**src/sv/cfr_pkg.sv**
```systemverilog
// Types and constants of the credit-based fragmenter/reassembler.
package cfr_pkg;

    localparam int FRAGMENT_BYTES_DEF = 56;
    localparam int FILL_W             = 6;
    localparam int OUTQ_DEPTH         = 4;
    localparam int OUTQ_PTR_W         = 2;
    localparam int OUTQ_CNT_W         = 3;

    localparam logic [2:0] OP_TX_BEGIN = 3'd0;
    localparam logic [2:0] OP_TX_BYTE  = 3'd1;
    localparam logic [2:0] OP_RX_HDR   = 3'd2;
    localparam logic [2:0] OP_RX_BYTE  = 3'd3;
    localparam logic [2:0] OP_SHUTDOWN = 3'd4;

    localparam logic [1:0] KIND_TX_FLAGS = 2'd0;
    localparam logic [1:0] KIND_TX_BYTE  = 2'd1;
    localparam logic [1:0] KIND_RX_BYTE  = 2'd2;
    localparam logic [1:0] KIND_STATUS   = 2'd3;

    localparam logic [2:0] ST_OK      = 3'd0;
    localparam logic [2:0] ST_NOTCONN = 3'd1;
    localparam logic [2:0] ST_STALL   = 3'd2;
    localparam logic [2:0] ST_NOFIRST = 3'd3;
    localparam logic [2:0] ST_LENERR  = 3'd4;

    localparam logic [7:0] FLAG_FIRST = 8'h01;
    localparam logic [7:0] FLAG_LAST  = 8'h02;
    localparam logic [7:0] FLAG_CLOSE = 8'h80;
    localparam logic [3:0] CREDIT_MASK = 4'hf;

    localparam logic [15:0] CREDITS_RESET = 16'd1;
    localparam logic [15:0] CREDITS_MAX   = 16'hffff;

    typedef struct packed {
        logic [2:0]  op;
        logic [7:0]  data;
        logic [15:0] length;
    } t_in_item;

    typedef struct packed {
        logic [1:0] kind;
        logic [7:0] out_byte;
        logic       last;
        logic [2:0] status;
    } t_out_item;

    typedef struct packed {
        logic [1:0] count;
        t_out_item  r0;
        t_out_item  r1;
    } t_push;

endpackage

```
**src/sv/cfr_proc.sv**
```systemverilog
// Connection state and per-transfer result generation.
module cfr_proc #(
    parameter int FRAGMENT_BYTES = cfr_pkg::FRAGMENT_BYTES_DEF
) (
    input  logic             i_clk,
    input  logic             i_rst_n,
    input  logic             i_cfg_we,
    input  logic [15:0]      i_cfg_data,
    input  logic             i_accept,
    input  cfr_pkg::t_in_item i_item,
    output cfr_pkg::t_push   o_push
);

    localparam logic [cfr_pkg::FILL_W-1:0] FRAG_FILL = cfr_pkg::FILL_W'(FRAGMENT_BYTES);
    localparam logic [15:0]                FRAG_LEN  = 16'(FRAGMENT_BYTES);

    logic [15:0]               r_credits, n_credits;
    logic                      r_remote_closed, n_remote_closed;
    logic [15:0]               r_tx_remaining, n_tx_remaining;
    logic [cfr_pkg::FILL_W-1:0] r_tx_fill, n_tx_fill;
    logic                      r_tx_first_pending, n_tx_first_pending;
    logic [cfr_pkg::FILL_W-1:0] r_rx_remaining, n_rx_remaining;
    logic                      r_rx_is_last, n_rx_is_last;
    logic                      r_rx_in_message, n_rx_in_message;
    logic                      r_rx_dropping, n_rx_dropping;

    cfr_pkg::t_push            push;
    logic [16:0]               credit_sum;
    logic [7:0]                tx_flags;
    logic                      ends;

    always_comb begin
        n_credits          = r_credits;
        n_remote_closed    = r_remote_closed;
        n_tx_remaining     = r_tx_remaining;
        n_tx_fill          = r_tx_fill;
        n_tx_first_pending = r_tx_first_pending;
        n_rx_remaining     = r_rx_remaining;
        n_rx_is_last       = r_rx_is_last;
        n_rx_in_message    = r_rx_in_message;
        n_rx_dropping      = r_rx_dropping;
        credit_sum         = {1'b0, r_credits} + 17'(i_item.data[5:2] & cfr_pkg::CREDIT_MASK);
        tx_flags           = 8'h00;
        ends               = 1'b0;
        push.count         = 2'd1;
        push.r0            = '{kind: cfr_pkg::KIND_STATUS, out_byte: 8'h00, last: 1'b0,
                               status: cfr_pkg::ST_OK};
        push.r1            = push.r0;

        case (i_item.op)
            cfr_pkg::OP_TX_BEGIN: begin
                if (r_remote_closed) begin
                    push.r0.status = cfr_pkg::ST_NOTCONN;
                end else begin
                    n_tx_remaining     = i_item.length;
                    n_tx_fill          = '0;
                    n_tx_first_pending = 1'b1;
                end
            end
            cfr_pkg::OP_TX_BYTE: begin
                if (r_tx_remaining == 16'd0) begin
                    push.r0.status = cfr_pkg::ST_LENERR;
                end else if (r_tx_fill == '0 && r_remote_closed) begin
                    push.r0.status = cfr_pkg::ST_NOTCONN;
                end else if (r_tx_fill == '0 && r_credits == 16'd0) begin
                    push.r0.status = cfr_pkg::ST_STALL;
                end else begin
                    n_tx_remaining = r_tx_remaining - 16'd1;
                    n_tx_fill      = r_tx_fill + cfr_pkg::FILL_W'(1);
                    ends           = (n_tx_remaining == 16'd0) || (n_tx_fill >= FRAG_FILL);
                    if (ends) begin
                        n_tx_fill = '0;
                    end
                    push.r1 = '{kind: cfr_pkg::KIND_TX_BYTE, out_byte: i_item.data,
                                last: ends, status: cfr_pkg::ST_OK};
                    if (r_tx_fill == '0) begin
                        n_credits = r_credits - 16'd1;
                        if (r_tx_first_pending) begin
                            tx_flags = tx_flags | cfr_pkg::FLAG_FIRST;
                        end
                        if (r_tx_remaining <= FRAG_LEN) begin
                            tx_flags = tx_flags | cfr_pkg::FLAG_LAST;
                        end
                        n_tx_first_pending = 1'b0;
                        push.count = 2'd2;
                        push.r0    = '{kind: cfr_pkg::KIND_TX_FLAGS, out_byte: tx_flags,
                                       last: 1'b0, status: cfr_pkg::ST_OK};
                    end else begin
                        push.r0 = push.r1;
                    end
                end
            end
            cfr_pkg::OP_RX_HDR: begin
                n_rx_remaining = '0;
                if ((i_item.data & cfr_pkg::FLAG_CLOSE) != 8'h00) begin
                    n_remote_closed = 1'b1;
                end else begin
                    n_credits = credit_sum[16] ? cfr_pkg::CREDITS_MAX : credit_sum[15:0];
                    if (i_item.length > FRAG_LEN) begin
                        push.r0.status = cfr_pkg::ST_LENERR;
                    end else if (i_item.length != 16'd0) begin
                        n_rx_remaining = i_item.length[cfr_pkg::FILL_W-1:0];
                        n_rx_is_last   = (i_item.data & cfr_pkg::FLAG_LAST) != 8'h00;
                        if (!r_rx_in_message) begin
                            if ((i_item.data & cfr_pkg::FLAG_FIRST) != 8'h00) begin
                                n_rx_in_message = 1'b1;
                                n_rx_dropping   = 1'b0;
                            end else begin
                                n_rx_dropping = 1'b1;
                            end
                        end
                        if (n_rx_dropping) begin
                            push.r0.status = cfr_pkg::ST_NOFIRST;
                        end
                    end
                end
            end
            cfr_pkg::OP_RX_BYTE: begin
                if (r_rx_remaining == '0) begin
                    push.r0.status = cfr_pkg::ST_LENERR;
                end else begin
                    n_rx_remaining = r_rx_remaining - cfr_pkg::FILL_W'(1);
                    ends           = (n_rx_remaining == '0) && r_rx_is_last;
                    if (r_rx_dropping) begin
                        if (ends) begin
                            n_rx_dropping = 1'b0;
                        end
                        push.r0.status = cfr_pkg::ST_NOFIRST;
                    end else begin
                        if (ends) begin
                            n_rx_in_message = 1'b0;
                        end
                        push.r0 = '{kind: cfr_pkg::KIND_RX_BYTE, out_byte: i_item.data,
                                    last: ends, status: cfr_pkg::ST_OK};
                    end
                end
            end
            cfr_pkg::OP_SHUTDOWN: begin
                push.r0 = '{kind: cfr_pkg::KIND_TX_FLAGS, out_byte: cfr_pkg::FLAG_CLOSE,
                            last: 1'b1, status: cfr_pkg::ST_OK};
            end
            default: begin
                push.count = 2'd0;
            end
        endcase

        if (!i_accept) begin
            push.count = 2'd0;
        end
    end

    assign o_push = push;

    always_ff @(posedge i_clk) begin
        if (!i_rst_n) begin
            r_credits          <= cfr_pkg::CREDITS_RESET;
            r_remote_closed    <= 1'b0;
            r_tx_remaining     <= '0;
            r_tx_fill          <= '0;
            r_tx_first_pending <= 1'b0;
            r_rx_remaining     <= '0;
            r_rx_is_last       <= 1'b0;
            r_rx_in_message    <= 1'b0;
            r_rx_dropping      <= 1'b0;
        end else if (i_cfg_we) begin
            r_credits <= i_cfg_data;
        end else if (i_accept) begin
            r_credits          <= n_credits;
            r_remote_closed    <= n_remote_closed;
            r_tx_remaining     <= n_tx_remaining;
            r_tx_fill          <= n_tx_fill;
            r_tx_first_pending <= n_tx_first_pending;
            r_rx_remaining     <= n_rx_remaining;
            r_rx_is_last       <= n_rx_is_last;
            r_rx_in_message    <= n_rx_in_message;
            r_rx_dropping      <= n_rx_dropping;
        end
    end

endmodule

```
**src/sv/cfr_outq.sv**
```systemverilog
// Result queue: takes up to two results per cycle, delivers one per transfer.
module cfr_outq (
    input  logic               i_clk,
    input  logic               i_rst_n,
    input  cfr_pkg::t_push     i_push,
    input  logic               i_stall,
    output logic               o_valid,
    output cfr_pkg::t_out_item o_item,
    output logic               o_almost_full
);

    cfr_pkg::t_out_item                r_mem [cfr_pkg::OUTQ_DEPTH];
    logic [cfr_pkg::OUTQ_PTR_W-1:0]    r_wr_ptr, n_wr_ptr;
    logic [cfr_pkg::OUTQ_PTR_W-1:0]    r_rd_ptr, n_rd_ptr;
    logic [cfr_pkg::OUTQ_CNT_W-1:0]    r_count, n_count;
    logic                              pop;
    logic [cfr_pkg::OUTQ_PTR_W-1:0]    wr_ptr_next;

    assign o_valid       = r_count != '0;
    assign o_item        = r_mem[r_rd_ptr];
    assign o_almost_full = r_count > cfr_pkg::OUTQ_CNT_W'(cfr_pkg::OUTQ_DEPTH - 2);
    assign pop           = o_valid && !i_stall;
    assign wr_ptr_next   = r_wr_ptr + cfr_pkg::OUTQ_PTR_W'(1);

    always_comb begin
        n_wr_ptr = r_wr_ptr + cfr_pkg::OUTQ_PTR_W'(i_push.count);
        n_rd_ptr = r_rd_ptr + cfr_pkg::OUTQ_PTR_W'(pop);
        n_count  = r_count + cfr_pkg::OUTQ_CNT_W'(i_push.count)
                   - cfr_pkg::OUTQ_CNT_W'(pop);
    end

    always_ff @(posedge i_clk) begin
        if (i_push.count != 2'd0) begin
            r_mem[r_wr_ptr] <= i_push.r0;
        end
        if (i_push.count == 2'd2) begin
            r_mem[wr_ptr_next] <= i_push.r1;
        end
    end

    always_ff @(posedge i_clk) begin
        if (!i_rst_n) begin
            r_wr_ptr <= '0;
            r_rd_ptr <= '0;
            r_count  <= '0;
        end else begin
            r_wr_ptr <= n_wr_ptr;
            r_rd_ptr <= n_rd_ptr;
            r_count  <= n_count;
        end
    end

endmodule

```
**src/sv/credit_fragmenter_reassembler_core.sv**
```systemverilog
// Top level of the credit-based fragmenter and reassembler.
//
// Input channel (i_in_valid / o_in_stall / i_in_item) carries one operation
// per transfer: tx begin, tx byte, rx header, rx byte or shutdown. Output
// channel (o_out_valid / i_out_stall / o_out_item) carries result items:
// tx flags bytes, tx payload bytes, rx message bytes and status words.
// Each operation gives one result, except the first byte of a tx fragment,
// which gives the flags byte and then the payload byte; unused op codes give
// none. Results are registered in the queue before they reach the output.
// A four-entry result queue parts the two sides: the block takes an input
// every cycle while two entries are free. The output moves one beat per
// cycle, so with the receiver taking every beat a run of tx bytes meets
// o_in_stall after each fragment start after the first; other operations
// flow at one per cycle.
// When the receiver stalls, the queue holds its head and o_in_stall rises
// once fewer than two entries are free.
// The credit counter is loaded directly through i_cfg_we / i_cfg_data.
// Synchronous reset empties the queue, clears the connection state and
// sets credits to one.
module credit_fragmenter_reassembler_core #(
    parameter int FRAGMENT_BYTES = cfr_pkg::FRAGMENT_BYTES_DEF
) (
    input  logic               i_clk,
    input  logic               i_rst_n,
    input  logic               i_cfg_we,
    input  logic [15:0]        i_cfg_data,
    input  logic               i_in_valid,
    output logic               o_in_stall,
    input  cfr_pkg::t_in_item  i_in_item,
    output logic               o_out_valid,
    input  logic               i_out_stall,
    output cfr_pkg::t_out_item o_out_item
);

    cfr_pkg::t_push push;
    logic           accept;
    logic           almost_full;

    assign o_in_stall = almost_full;
    assign accept     = i_in_valid && !almost_full;

    cfr_proc #(
        .FRAGMENT_BYTES(FRAGMENT_BYTES)
    ) u_proc (
        .i_clk      (i_clk),
        .i_rst_n    (i_rst_n),
        .i_cfg_we   (i_cfg_we),
        .i_cfg_data (i_cfg_data),
        .i_accept   (accept),
        .i_item     (i_in_item),
        .o_push     (push)
    );

    cfr_outq u_outq (
        .i_clk         (i_clk),
        .i_rst_n       (i_rst_n),
        .i_push        (push),
        .i_stall       (i_out_stall),
        .o_valid       (o_out_valid),
        .o_item        (o_out_item),
        .o_almost_full (almost_full)
    );

endmodule

```
**config.mk**
```make
export PLATFORM = sky130hd
export DESIGN_NAME = credit_fragmenter_reassembler_core
export DESIGN_NICKNAME = d
export VERILOG_FILES = /design/src/sv/cfr_pkg.sv /design/src/sv/cfr_proc.sv /design/src/sv/cfr_outq.sv /design/src/sv/credit_fragmenter_reassembler_core.sv
export SDC_FILE = /design/constraint.sdc
export NUM_CORES = 1
export LEC_CHECK = 0
export BUFFER_PORTS_ARGS = -buffer_cell sky130_fd_sc_hd__buf_2
export CORE_ASPECT_RATIO = 0.9
export CORE_MARGIN = 5
export CORE_UTILIZATION = 30
export DETAILED_ROUTE_END_ITERATION = 8
export PLACE_DENSITY = 0.52
export SYNTH_ARGS = -nofsm -noshare
export SYNTH_HDL_FRONTEND = slang
export SYNTH_SLANG_ARGS = --single-unit
```
**constraint.sdc**
```tcl
create_clock -name i_clk -period 3.94 [get_ports i_clk]
set_input_delay 0.197 -clock i_clk [delete_from_list [all_inputs] [get_ports i_clk]]
set_output_delay 0.197 -clock i_clk [all_outputs]
set_load 0.1 [all_outputs]
```
==> results of run 1 <==
==> routing by layer <==
layer	track usage	up-vias	wire length, um
li1	-	3236	-
met1	0.233	3173	10900
met2	0.246	201	9860
met3	0.0265	23	1170
met4	0.0411	2	326
met5	0	-	6
==> worst max path at each step <==
| stage | start | endpoint | slack (ps) |
|---|---|---|---|
| 5_1_grt | u_proc.r_tx_remaining[0] | u_outq.r_count[2] | 340 |
| 6_report | u_proc.r_tx_remaining[0] | u_outq.r_count[2] | 590 |
| 3_5_place_dp | u_proc.r_tx_remaining[0] | u_outq.r_count[2] | 610 |
| 2_1_floorplan | u_proc.r_tx_remaining[0] | u_outq.r_count[2] | 760 |
| 3_3_place_gp | u_proc.r_credits[0] | u_outq.r_count[2] | 670 |
| 4_1_cts | u_proc.r_tx_remaining[0] | u_outq.r_count[2] | 580 |
==> state kept, by name, summed over array words and instances, names as in the netlist <==
name and flops:
u_proc.r_rx_is_last 1, u_outq.r_wr_ptr 2, u_proc.r_tx_first_pending 1, u_proc.r_rx_remaining 6, u_proc.r_remote_closed 1, u_proc.r_tx_fill 6, u_proc.r_rx_dropping 1, u_proc.r_tx_remaining 16
u_outq.r_rd_ptr 2, u_outq.r_count 3, u_proc.r_rx_in_message 1, u_proc.r_credits 16, u_outq.r_mem 56
==> cell usage after synthesis, types with 7 or more instances <==
master	number	area share
a22oi_1	9	0.0093
edfxtp_1	40	0.16
or3_1	10	0.0086
o21ai_0	50	0.034
and3_1	9	0.0077
nor4_1	10	0.0086
nand4_1	13	0.011
nand3_1	47	0.032
xnor2_1	7	0.0084
nor3_1	24	0.016
a21oi_1	34	0.023
ha_1	18	0.031
inv_1	22	0.011
or2_2	9	0.0077
a211oi_1	12	0.012
nor2b_1	22	0.019
o211ai_1	9	0.0093
a31oi_1	18	0.015
dfxtp_1	72	0.20
and2_1	8	0.0069
nor2_1	79	0.041
o22ai_1	10	0.0086
clkbuf_1	38	0.020
nor3b_1	8	0.0082
nand2_1	73	0.038
mux4_2	14	0.043
buf_2	12	0.0082
==> where the power goes <==
group          total, mW  switching (mW)  internal, mW
Sequential          1.42           0.125          1.30
Combinational       1.38           0.998         0.382
Clock               1.00           0.491         0.513
Total               3.81            1.61          2.20
==> metrics by stage <==
stage	total power [mW]	utilization	area, um^2
2_1_floorplan	2.55	-	7290
3_5_place_dp	2.84	0.325	7830
3_3_place_gp	2.84	0.325	7830
6_report	3.81	0.338	8160
4_1_cts	3.85	0.338	8150
5_1_grt	3.98	0.338	8160
==> final cells by class <==
cell class | count | area, um^2 | share of cell area
inverters | 24 | 90.1 | 0.0110
well taps | 308 | 385 | 0.0473
multi-input cells | 638 | 4290 | 0.526
flip-flops and latches | 112 | 2640 | 0.324
diodes | 1 | 2.50 | 0.000307
clock inverters | 7 | 93.8 | 0.0115
clock buffers | 9 | 225 | 0.0276
repair buffers | 78 | 428 | 0.0525
==> kinds of logic (layout without fill, tap and decap cells) <==
family / Yosys count / in the layout
adders and majority gates: 20 / 20
buffers and inverters: 84 / 118
xor gates and xnor gates: 11 / 11
and+or+nand+nor: 354 / 354
AOI/OAI and AO/OA: 237 / 237
muxes: 16 / 16
DFF: 112 / 112
other: 0 / 1
==> worst max-delay path, cell delays in order (launching register included) <==
cell and delay [ps]:
dfxtp_1 500, inv_1 130, ha_1 230, or4b_1 230
nor4_4 50, a2111oi_0 500, nor2_1 70, o21ai_0 260
ha_1 280, inv_1 60, ha_1 130, inv_1 50
fa_1 370, xnor2_1 170, xnor2_1 130, nor2_1 50
==> key figures, run 1 <==
Layout
  – Commonest cells after routing, fill and taps aside: nor2_1, nand2_1, dfxtp_1
  – Final #Nets: 931
  – Most common cell after layout, fill and taps aside: nor2_1
  – Area delta synth->final: 11.8%
  – Fin cells: 1177
  – FILL cells: 2547
  – Share of cells above drive strength 1: 0.167

Power
  – Leak: 2.88 nW
  – VDD IR-drop max: 0.231 mV
  – PD cells: 467 nW/um^2

Synthesis
  – Netlist cell types: 96
  – Synth Area in Adders: 0.0364
  – Number of synthesized flops with an enable pin: 40
  – Flip-flop and latch count after synthesis: 112
  – Seq/Total Area, Yosys: 0.362
  – Mux cell area share after synthesis: 0.0461
  – XOR/XNOR Fraction of Synth Area: 0.0132
  – Synth Area in Simple Gates: 0.258
  – Mean post-synth cell area: 8.75 um^2
  – Ys flop type: dfxtp_1
  – YS warnings: 0
  – Async set-or-reset flop fraction in the synthesized netlist: 0
  – Synth Cell Area: 7290 um^2
  – Compound-Gate Fraction of Synth Area: 0.233
  – Cells after Synth: 834
  – Syn nets: 902
  – Main combinational cell family by area after synthesis: simple AND/OR/NAND/NOR gates

Floorplanning
  – Die height: 158 um
  – Core box area: 24100 um^2
  – Row cnt: 54
  – DIE AREA: 27500 um^2
  – I/O pins: 64
  – Die width: 174 um
  – Starting density of the core: 0.302

Place
  – Placement Setup Slack: 609 ps
  – Placed cell count: 1160
  – Input/output buffers: 63
  – RePlAce Congestion: 0.853
  – HPWL after DPL: 16300 um

Clocking
  – Post-CTS Setup Inserts: 0
  – Clock Latency Late Sink: 370 ps
  – CTS tree: built
  – CTS clk-pin slew, worst paths: 90 ps
  – Clock sink count: 112
  – Hold buffers post-CTS: 0
  – # resized after CTS: 0
  – H-tree depth: 3
  – Num CTS Buffers: 9
  – CTS max path bufs: 2
  – Root Driver: clkbuf_16

Global routing
  – Largest net degree at the start of global routing: 36
  – Global route overflow: 0
  – First-pass GRT wire length: 35300 um
  – GRT Resource Usage Total: 0.160
  – Vias in the first global route: 6218
  – Antenna violations before repair: 2

Worst setup path
  – WP data required: 4180 ps
  – Critical Path Sink Type: flip-flop
  – Capturing point of the worst reg2reg path: u_outq.r_count[2]
  – Kind of critical path: reg2reg
  – Register-to-Register Path Depth: 15
  – Crit path max fanout: 10
  – CP arrival: 3590 ps
  – CP startpoint kind: flip-flop
  – Reg2reg start: u_proc.r_tx_remaining[0]
  – Reg-to-reg slack, setup: 590 ps

Flow run
  – Max-cap violation count: 0

Route
  – Vias: 6635
  – Final antenna-violating net count: 0
  – Drt wl/cell: 18.9 um
  – Post-route DRC: 0
  – Via/cell ratio: 5.64
  – Router iterations before antenna repair: 5
  – Starting DRT DRC Count: 516
  – Final WL: 22300 um

Timing
  – Fin Setup TNS: 0 ps
  – Tightest hold margin: 87.2 ps
  – Finish-stage setup viols: 0
  – Max Freq: 0.298 GHz
  – Setup ws final: 590 ps
  – Clock skew: 16.7 ps
  – Final Slew Violations: 0
  – Post-layout min period: 3350 ps
  – Hold Violations, Final: 0
  – Rel. slew slack: 0.296
  – Final cycle utilization of the critical path: 0.850
  – Worst-Margin Slew: 1050 ps
  – RSZ-0062 raised after global routing: no

Worst hold path
  – Worst Hold End: u_proc.r_credits[13]
  – Hold path cells: 3
  – Hold path start: i_cfg_data[13]
  – Worst Hold Class: in2reg

Outcome
  – Outcome: completed
Power figures use the tool's default switching activity.
==> inputs of run 2 (changes only) <==
--- a/config.mk
+++ b/config.mk
@@ -10,7 +10,7 @@
 export CORE_MARGIN = 5
 export CORE_UTILIZATION = 30
 export DETAILED_ROUTE_END_ITERATION = 8
-export PLACE_DENSITY = 0.52
+export PLACE_DENSITY = 0.53
 export SYNTH_ARGS = -nofsm -noshare
 export SYNTH_HDL_FRONTEND = slang
 export SYNTH_SLANG_ARGS = --single-unit
==> constraint.sdc (replaced) <==
create_clock -name i_clk -period 2.8 [get_ports i_clk]
set_input_delay 0.14 -clock i_clk [delete_from_list [all_inputs] [get_ports i_clk]]
set_output_delay 0.14 -clock i_clk [all_outputs]
set_load 0.1 [all_outputs]
==> run 2 against run 1 <==
Effect of this change: worst setup slack got worse by 580 ps; count of clock-buffer cells in the layout did not move; die area did not move; hold slack got worse by 69 ps; critical endpoint unchanged; highest routed layer is now met4.
==> key figures, run 2 (synthesis results as in run 1) <==
Timing
  – Final cycle utilization of the critical path: 0.995
  – Clock skew: 12.7 ps
  – Hold Violations, Final: 0
  – Max Freq: 0.359 GHz
  – Post-layout min period: 2790 ps
  – Worst-Margin Slew: 663 ps
  – Tightest hold margin: 18.6 ps
  – Rel. slew slack: 0.553
  – Finish-stage setup viols: 0
  – RSZ-0062 raised after global routing: yes
  – Final Slew Violations: 0

Worst setup path
  – Critical Path Stages: 15
  – Critical Path Sink Type: flip-flop
  – CP arrival: 3030 ps
  – CP bufs+invs: 3
  – Critical-path top delay cell: or4b_4
  – CP startpoint kind: flip-flop
  – Crit-path leading delay family: adder cells
  – Slowest cell delay on critical path: 490 ps
  – Kind of critical path: reg2reg
  – WP data required: 3040 ps
  – Cell chain of the critical path: inv_4 -> ha_4 -> or4b_4 -> nor4_4 -> a2111oi_2 -> nor2_1 -> o21ai_1 -> ha_1 -> inv_1 -> ha_1 -> inv_1 -> fa_2 -> xnor2_2 -> xnor2_1 -> nor2_1
  – Crit path max fanout: 2
  – Register-to-Register Path Depth: 15

Layout
  – Commonest cells after routing, fill and taps aside: buf_4, nor2_1, nand2_1
  – Biggest register: u_outq.r_mem
  – Final #Nets: 1015
  – Share of cells above drive strength 1: 0.257
  – Area delta synth->final: 21.0%
  – Max reg flops: 56
  – FILL cells: 2498
  – Ant diodes: 0
  – Most common cell after layout, fill and taps aside: buf_4
  – Biggest regs: u_outq.r_mem (56), u_proc.r_credits (16), u_proc.r_tx_remaining (16)

Route
  – Vias: 6944
  – Router iterations before antenna repair: 6
  – Via/cell ratio: 5.51
  – Post-route DRC: 0
  – Drt wl/cell: 18.3 um
  – Final WL: 23100 um
  – Final antenna-violating net count: 0
  – Starting DRT DRC Count: 582

Clocking
  – H-tree depth: 3
  – CTS max path bufs: 2
  – Hold buffers post-CTS: 0
  – Root Driver: clkbuf_16
  – Clock Latency Late Sink: 370 ps
  – CTS tree: built
  – CTS clk-pin slew, worst paths: 80 ps
  – Clock sink count: 112
  – Num CTS Buffers: 9

Global routing
  – Antenna violations before repair: 0
  – GRT Resource Usage Total: 0.165
  – Met2 Use GR: 0.260
  – Largest net degree at the start of global routing: 35
  – Vias in the first global route: 6403
  – GR Util met1: 0.235
  – Most Crowded Layer GR: met2
  – Global route overflow: 0
  – M3 GR Usage: 0.0253
  – First-pass GRT wire length: 36300 um

Floorplanning
  – I/O pins: 64
  – Die width: 174 um
  – Core box area: 24100 um^2
  – Row cnt: 54
  – DIE AREA: 27500 um^2
  – Starting density of the core: 0.302
  – Die height: 158 um

Place
  – HPWL after DPL: 17700 um
  – Input/output buffers: 63
  – RePlAce Congestion: 0.894

Power
  – VDD IR-drop max: 0.299 mV
  – Leak: 3.31 nW
  – Tot Pwr: 5.37 mW
  – PD cells: 609 nW/um^2

Worst hold path
  – Worst Hold Class: in2reg
  – Hold path cells: 3

Flow run
  – Max-cap violation count: 0

Outcome
  – Outcome: completed
run 2: cell count changes in the layout (fill, tap and decap cells not counted), sizes merged:
cell      previous run  this run
buf                 78       162
bufinv               1         0
clkinv               3         4
clkinvlp             1         0
diode                1         0
inv                 26        27
run 2: per-layer routing:
| metal | part of all wire | routed length [um] |
|---|---|---|
| met1 | 0.49 | 11200 |
| met2 | 0.44 | 10200 |
| met4 | 0.019 | 446 |
| met3 | 0.052 | 1190 |
| met5 | 0 | 0 |
run 2: worst paths after layout:
path	from	to	slack [ps]
setup / recovery	u_proc.r_tx_remaining[0]	u_outq.r_count[2]	10
setup reg to reg	u_proc.r_tx_remaining[0]	u_outq.r_count[2]	10
hold / removal	i_cfg_data[13]	u_proc.r_credits[13]	20
hold reg to reg	u_proc.r_rx_is_last	u_proc.r_rx_is_last	460
run 2: worst min-delay path, cell delays in order:
cell     delay (ps)
buf_2            80
nand3_1          70
o31ai_1          60
run 2: stage by stage:
stage | std cells | worst slack, ps | setup TNS, ps | area, um^2 | util
final | 1260 | 14.2 | 0 | 8820 | 0.366
after detailed placement | 1243 | -118 | -118 | 8510 | 0.353
after global placement | 1243 | -96.5 | -96.5 | 8510 | 0.353
after CTS | 1260 | 1.88 | 0 | 8810 | 0.365
after global routing | 1260 | -181 | -188 | 8820 | 0.366
after floorplan | 834 | -283 | -433 | 7350 | -
run 2: final cells by class:
| type | instances | area [um^2] | share of cell area |
|---|---|---|---|
| multi-input cells | 638 | 4330 | 0.491 |
| flip-flops and latches | 112 | 2650 | 0.300 |
| repair buffers | 162 | 1070 | 0.121 |
| well taps | 308 | 385 | 0.0437 |
| clock buffers | 9 | 225 | 0.0255 |
| inverters | 24 | 95.1 | 0.0108 |
| clock inverters | 7 | 65.1 | 0.00737 |
run 2: where the power goes:
part | total (mW) | internal [mW] | switching (mW)
clock network | 1.30 | 0.629 | 0.669
registers | 1.91 | 1.83 | 0.0851
logic | 2.16 | 0.638 | 1.52
run 2: what timing repair did:
action	CTS	global route
pin swaps	4	0
setup buffers	1	0
setup endpoints to repair	1	23
gates resized for setup	2	7
==> inputs of run 3 (changes only) <==
--- a/config.mk
+++ b/config.mk
@@ -11,6 +11,7 @@
 export CORE_UTILIZATION = 30
 export DETAILED_ROUTE_END_ITERATION = 8
 export PLACE_DENSITY = 0.53
+export RECOVER_POWER = 100
 export SYNTH_ARGS = -nofsm -noshare
 export SYNTH_HDL_FRONTEND = slang
 export SYNTH_SLANG_ARGS = --single-unit
==> run 3 against run 2 <==
Effect of this change: die area unchanged; largest power group unchanged; sequential cell count unchanged; first-iteration DRC count unchanged.
==> key figures, run 3 (synthesis results as in run 1) <==
Global routing
  – Antenna violations before repair: 0
  – Vias in the first global route: 6403
  – Global route overflow: 0
  – GRT Resource Usage Total: 0.165
  – Largest net degree at the start of global routing: 35
  – First-pass GRT wire length: 36300 um

Power
  – PD cells: 609 nW/um^2
  – VDD IR-drop max: 0.300 mV
  – Leak: 3.31 nW

Worst setup path
  – Reg-to-reg slack, setup: 10 ps
  – CP arrival: 3030 ps
  – Crit path max fanout: 2
  – Capturing point of the worst reg2reg path: u_outq.r_count[2]
  – Kind of critical path: reg2reg
  – CP startpoint kind: flip-flop
  – Register-to-Register Path Depth: 15
  – Critical Path Sink Type: flip-flop
  – Reg2reg start: u_proc.r_tx_remaining[0]
  – WP data required: 3040 ps

Layout
  – Most common cell after layout, fill and taps aside: buf_4
  – Max reg flops: 56
  – Biggest register: u_outq.r_mem
  – Share of cells above drive strength 1: 0.255
  – Commonest cells after routing, fill and taps aside: buf_4, nor2_1, nand2_1
  – Biggest regs: u_outq.r_mem (56), u_proc.r_credits (16), u_proc.r_tx_remaining (16)
  – Area delta synth->final: 20.9%
  – Ant diodes: 0
  – Final #Nets: 1015

Timing
  – Post-layout min period: 2790 ps
  – Finish-stage setup viols: 0
  – Fin Setup TNS: 0 ps
  – Rel. slew slack: 0.227
  – Tightest hold margin: 18.5 ps
  – Final cycle utilization of the critical path: 0.995
  – Clock skew: 12.4 ps
  – Setup ws final: 14.5 ps
  – Final Slew Violations: 0
  – RSZ-0062 raised after global routing: yes
  – Max Freq: 0.359 GHz
  – Worst-Margin Slew: 1160 ps
  – Hold Violations, Final: 0

Floorplanning
  – Row cnt: 54
  – Die width: 174 um
  – DIE AREA: 27500 um^2
  – I/O pins: 64
  – Die height: 158 um
  – Core box area: 24100 um^2
  – Starting density of the core: 0.302

Clocking
  – Root Driver: clkbuf_16
  – H-tree depth: 3
  – CTS clk-pin slew, worst paths: 80 ps
  – Clock Latency Late Sink: 370 ps
  – Num CTS Buffers: 9
  – CTS tree: built
  – CTS max path bufs: 2
  – Clock sink count: 112

Place
  – RePlAce Congestion: 0.894
  – Input/output buffers: 63
  – Placement Setup Slack: -118 ps
  – HPWL after DPL: 17700 um

Route
  – Post-route DRC: 0
  – Drt wl/cell: 18.3 um
  – Final WL: 23100 um
  – Vias: 6916
  – Via/cell ratio: 5.49
  – Router iterations before antenna repair: 8
  – Final antenna-violating net count: 0
  – Starting DRT DRC Count: 582

Worst hold path
  – Worst Hold Class: in2reg
  – Worst Hold End: u_proc.r_credits[13]
  – Hold path start: i_cfg_data[13]
  – Hold path cells: 3

Flow run
  – Max-cap violation count: 0

Outcome
  – Outcome: completed
run 3: worst max-delay path, cell delays in order, from the launching register on:
cell	delay, ps
dfxtp_2	340
inv_4	60
ha_4	130
or4b_4	490
nor4_4	180
a2111oi_2	70
nor2_1	120
o21ai_1	90
ha_1	280
inv_1	60
ha_1	130
inv_1	50
fa_2	340
xnor2_2	140
xnor2_1	130
nor2_1	50
run 3: routing by layer:
layer  share of wire  vias to the layer above  track usage  routed length, um
met5               0                        -            0                  0
met4           0.018                        0       0.0449                424
met3           0.049                       28       0.0253               1130
met2            0.44                      203        0.260              10300
met1            0.49                     3281        0.235              11300
li1                -                     3404            -                  -
run 3: stage by stage:
step                       util  instances  total power, mW  cell area (um^2)
after floorplan               -        834             3.62              7350
after global placement    0.353       1243             4.11              8510
after detailed placement  0.353       1243             4.12              8510
after CTS                 0.365       1260             5.44              8810
after global routing      0.366       1260             5.63              8820
final                     0.366       1260             5.37              8820
run 3: power breakdown:
group	internal [mW]	leakage (nW)	total [mW]	switching [mW]
Sequential	1.83	0.935	1.91	0.0850
Clock	0.629	0.146	1.30	0.669
Combinational	0.627	2.22	2.15	1.53
run 3: worst max path at each step:
stage | startpoint | to
3_5_place_dp | u_proc.r_tx_remaining[0] | u_outq.r_count[2]
5_1_grt | u_proc.r_tx_remaining[15] | u_outq.r_count[2]
4_1_cts | u_proc.r_tx_remaining[0] | u_outq.r_count[2]
3_3_place_gp | u_proc.r_tx_remaining[0] | u_outq.r_count[2]
6_report | u_proc.r_tx_remaining[0] | u_outq.r_count[2]
2_1_floorplan | u_proc.r_tx_remaining[0] | u_outq.r_count[2]
run 3: what timing repair did:
item                       CTS  global route
setup buffers                1             0
hold buffers                 0             0
pin swaps                    4             0
resized for setup            2             7
setup endpoints to repair    1            23
run 3: cell type report:
class | instances | area, um^2
sequential | 112 | 2650
fill | 2501 | 15300
inverter | 24 | 95.1
clock inverter | 7 | 65.1
tap | 308 | 385
clock buffer | 9 | 225
timing repair buffer | 162 | 1070
multi-input combinational | 638 | 4330
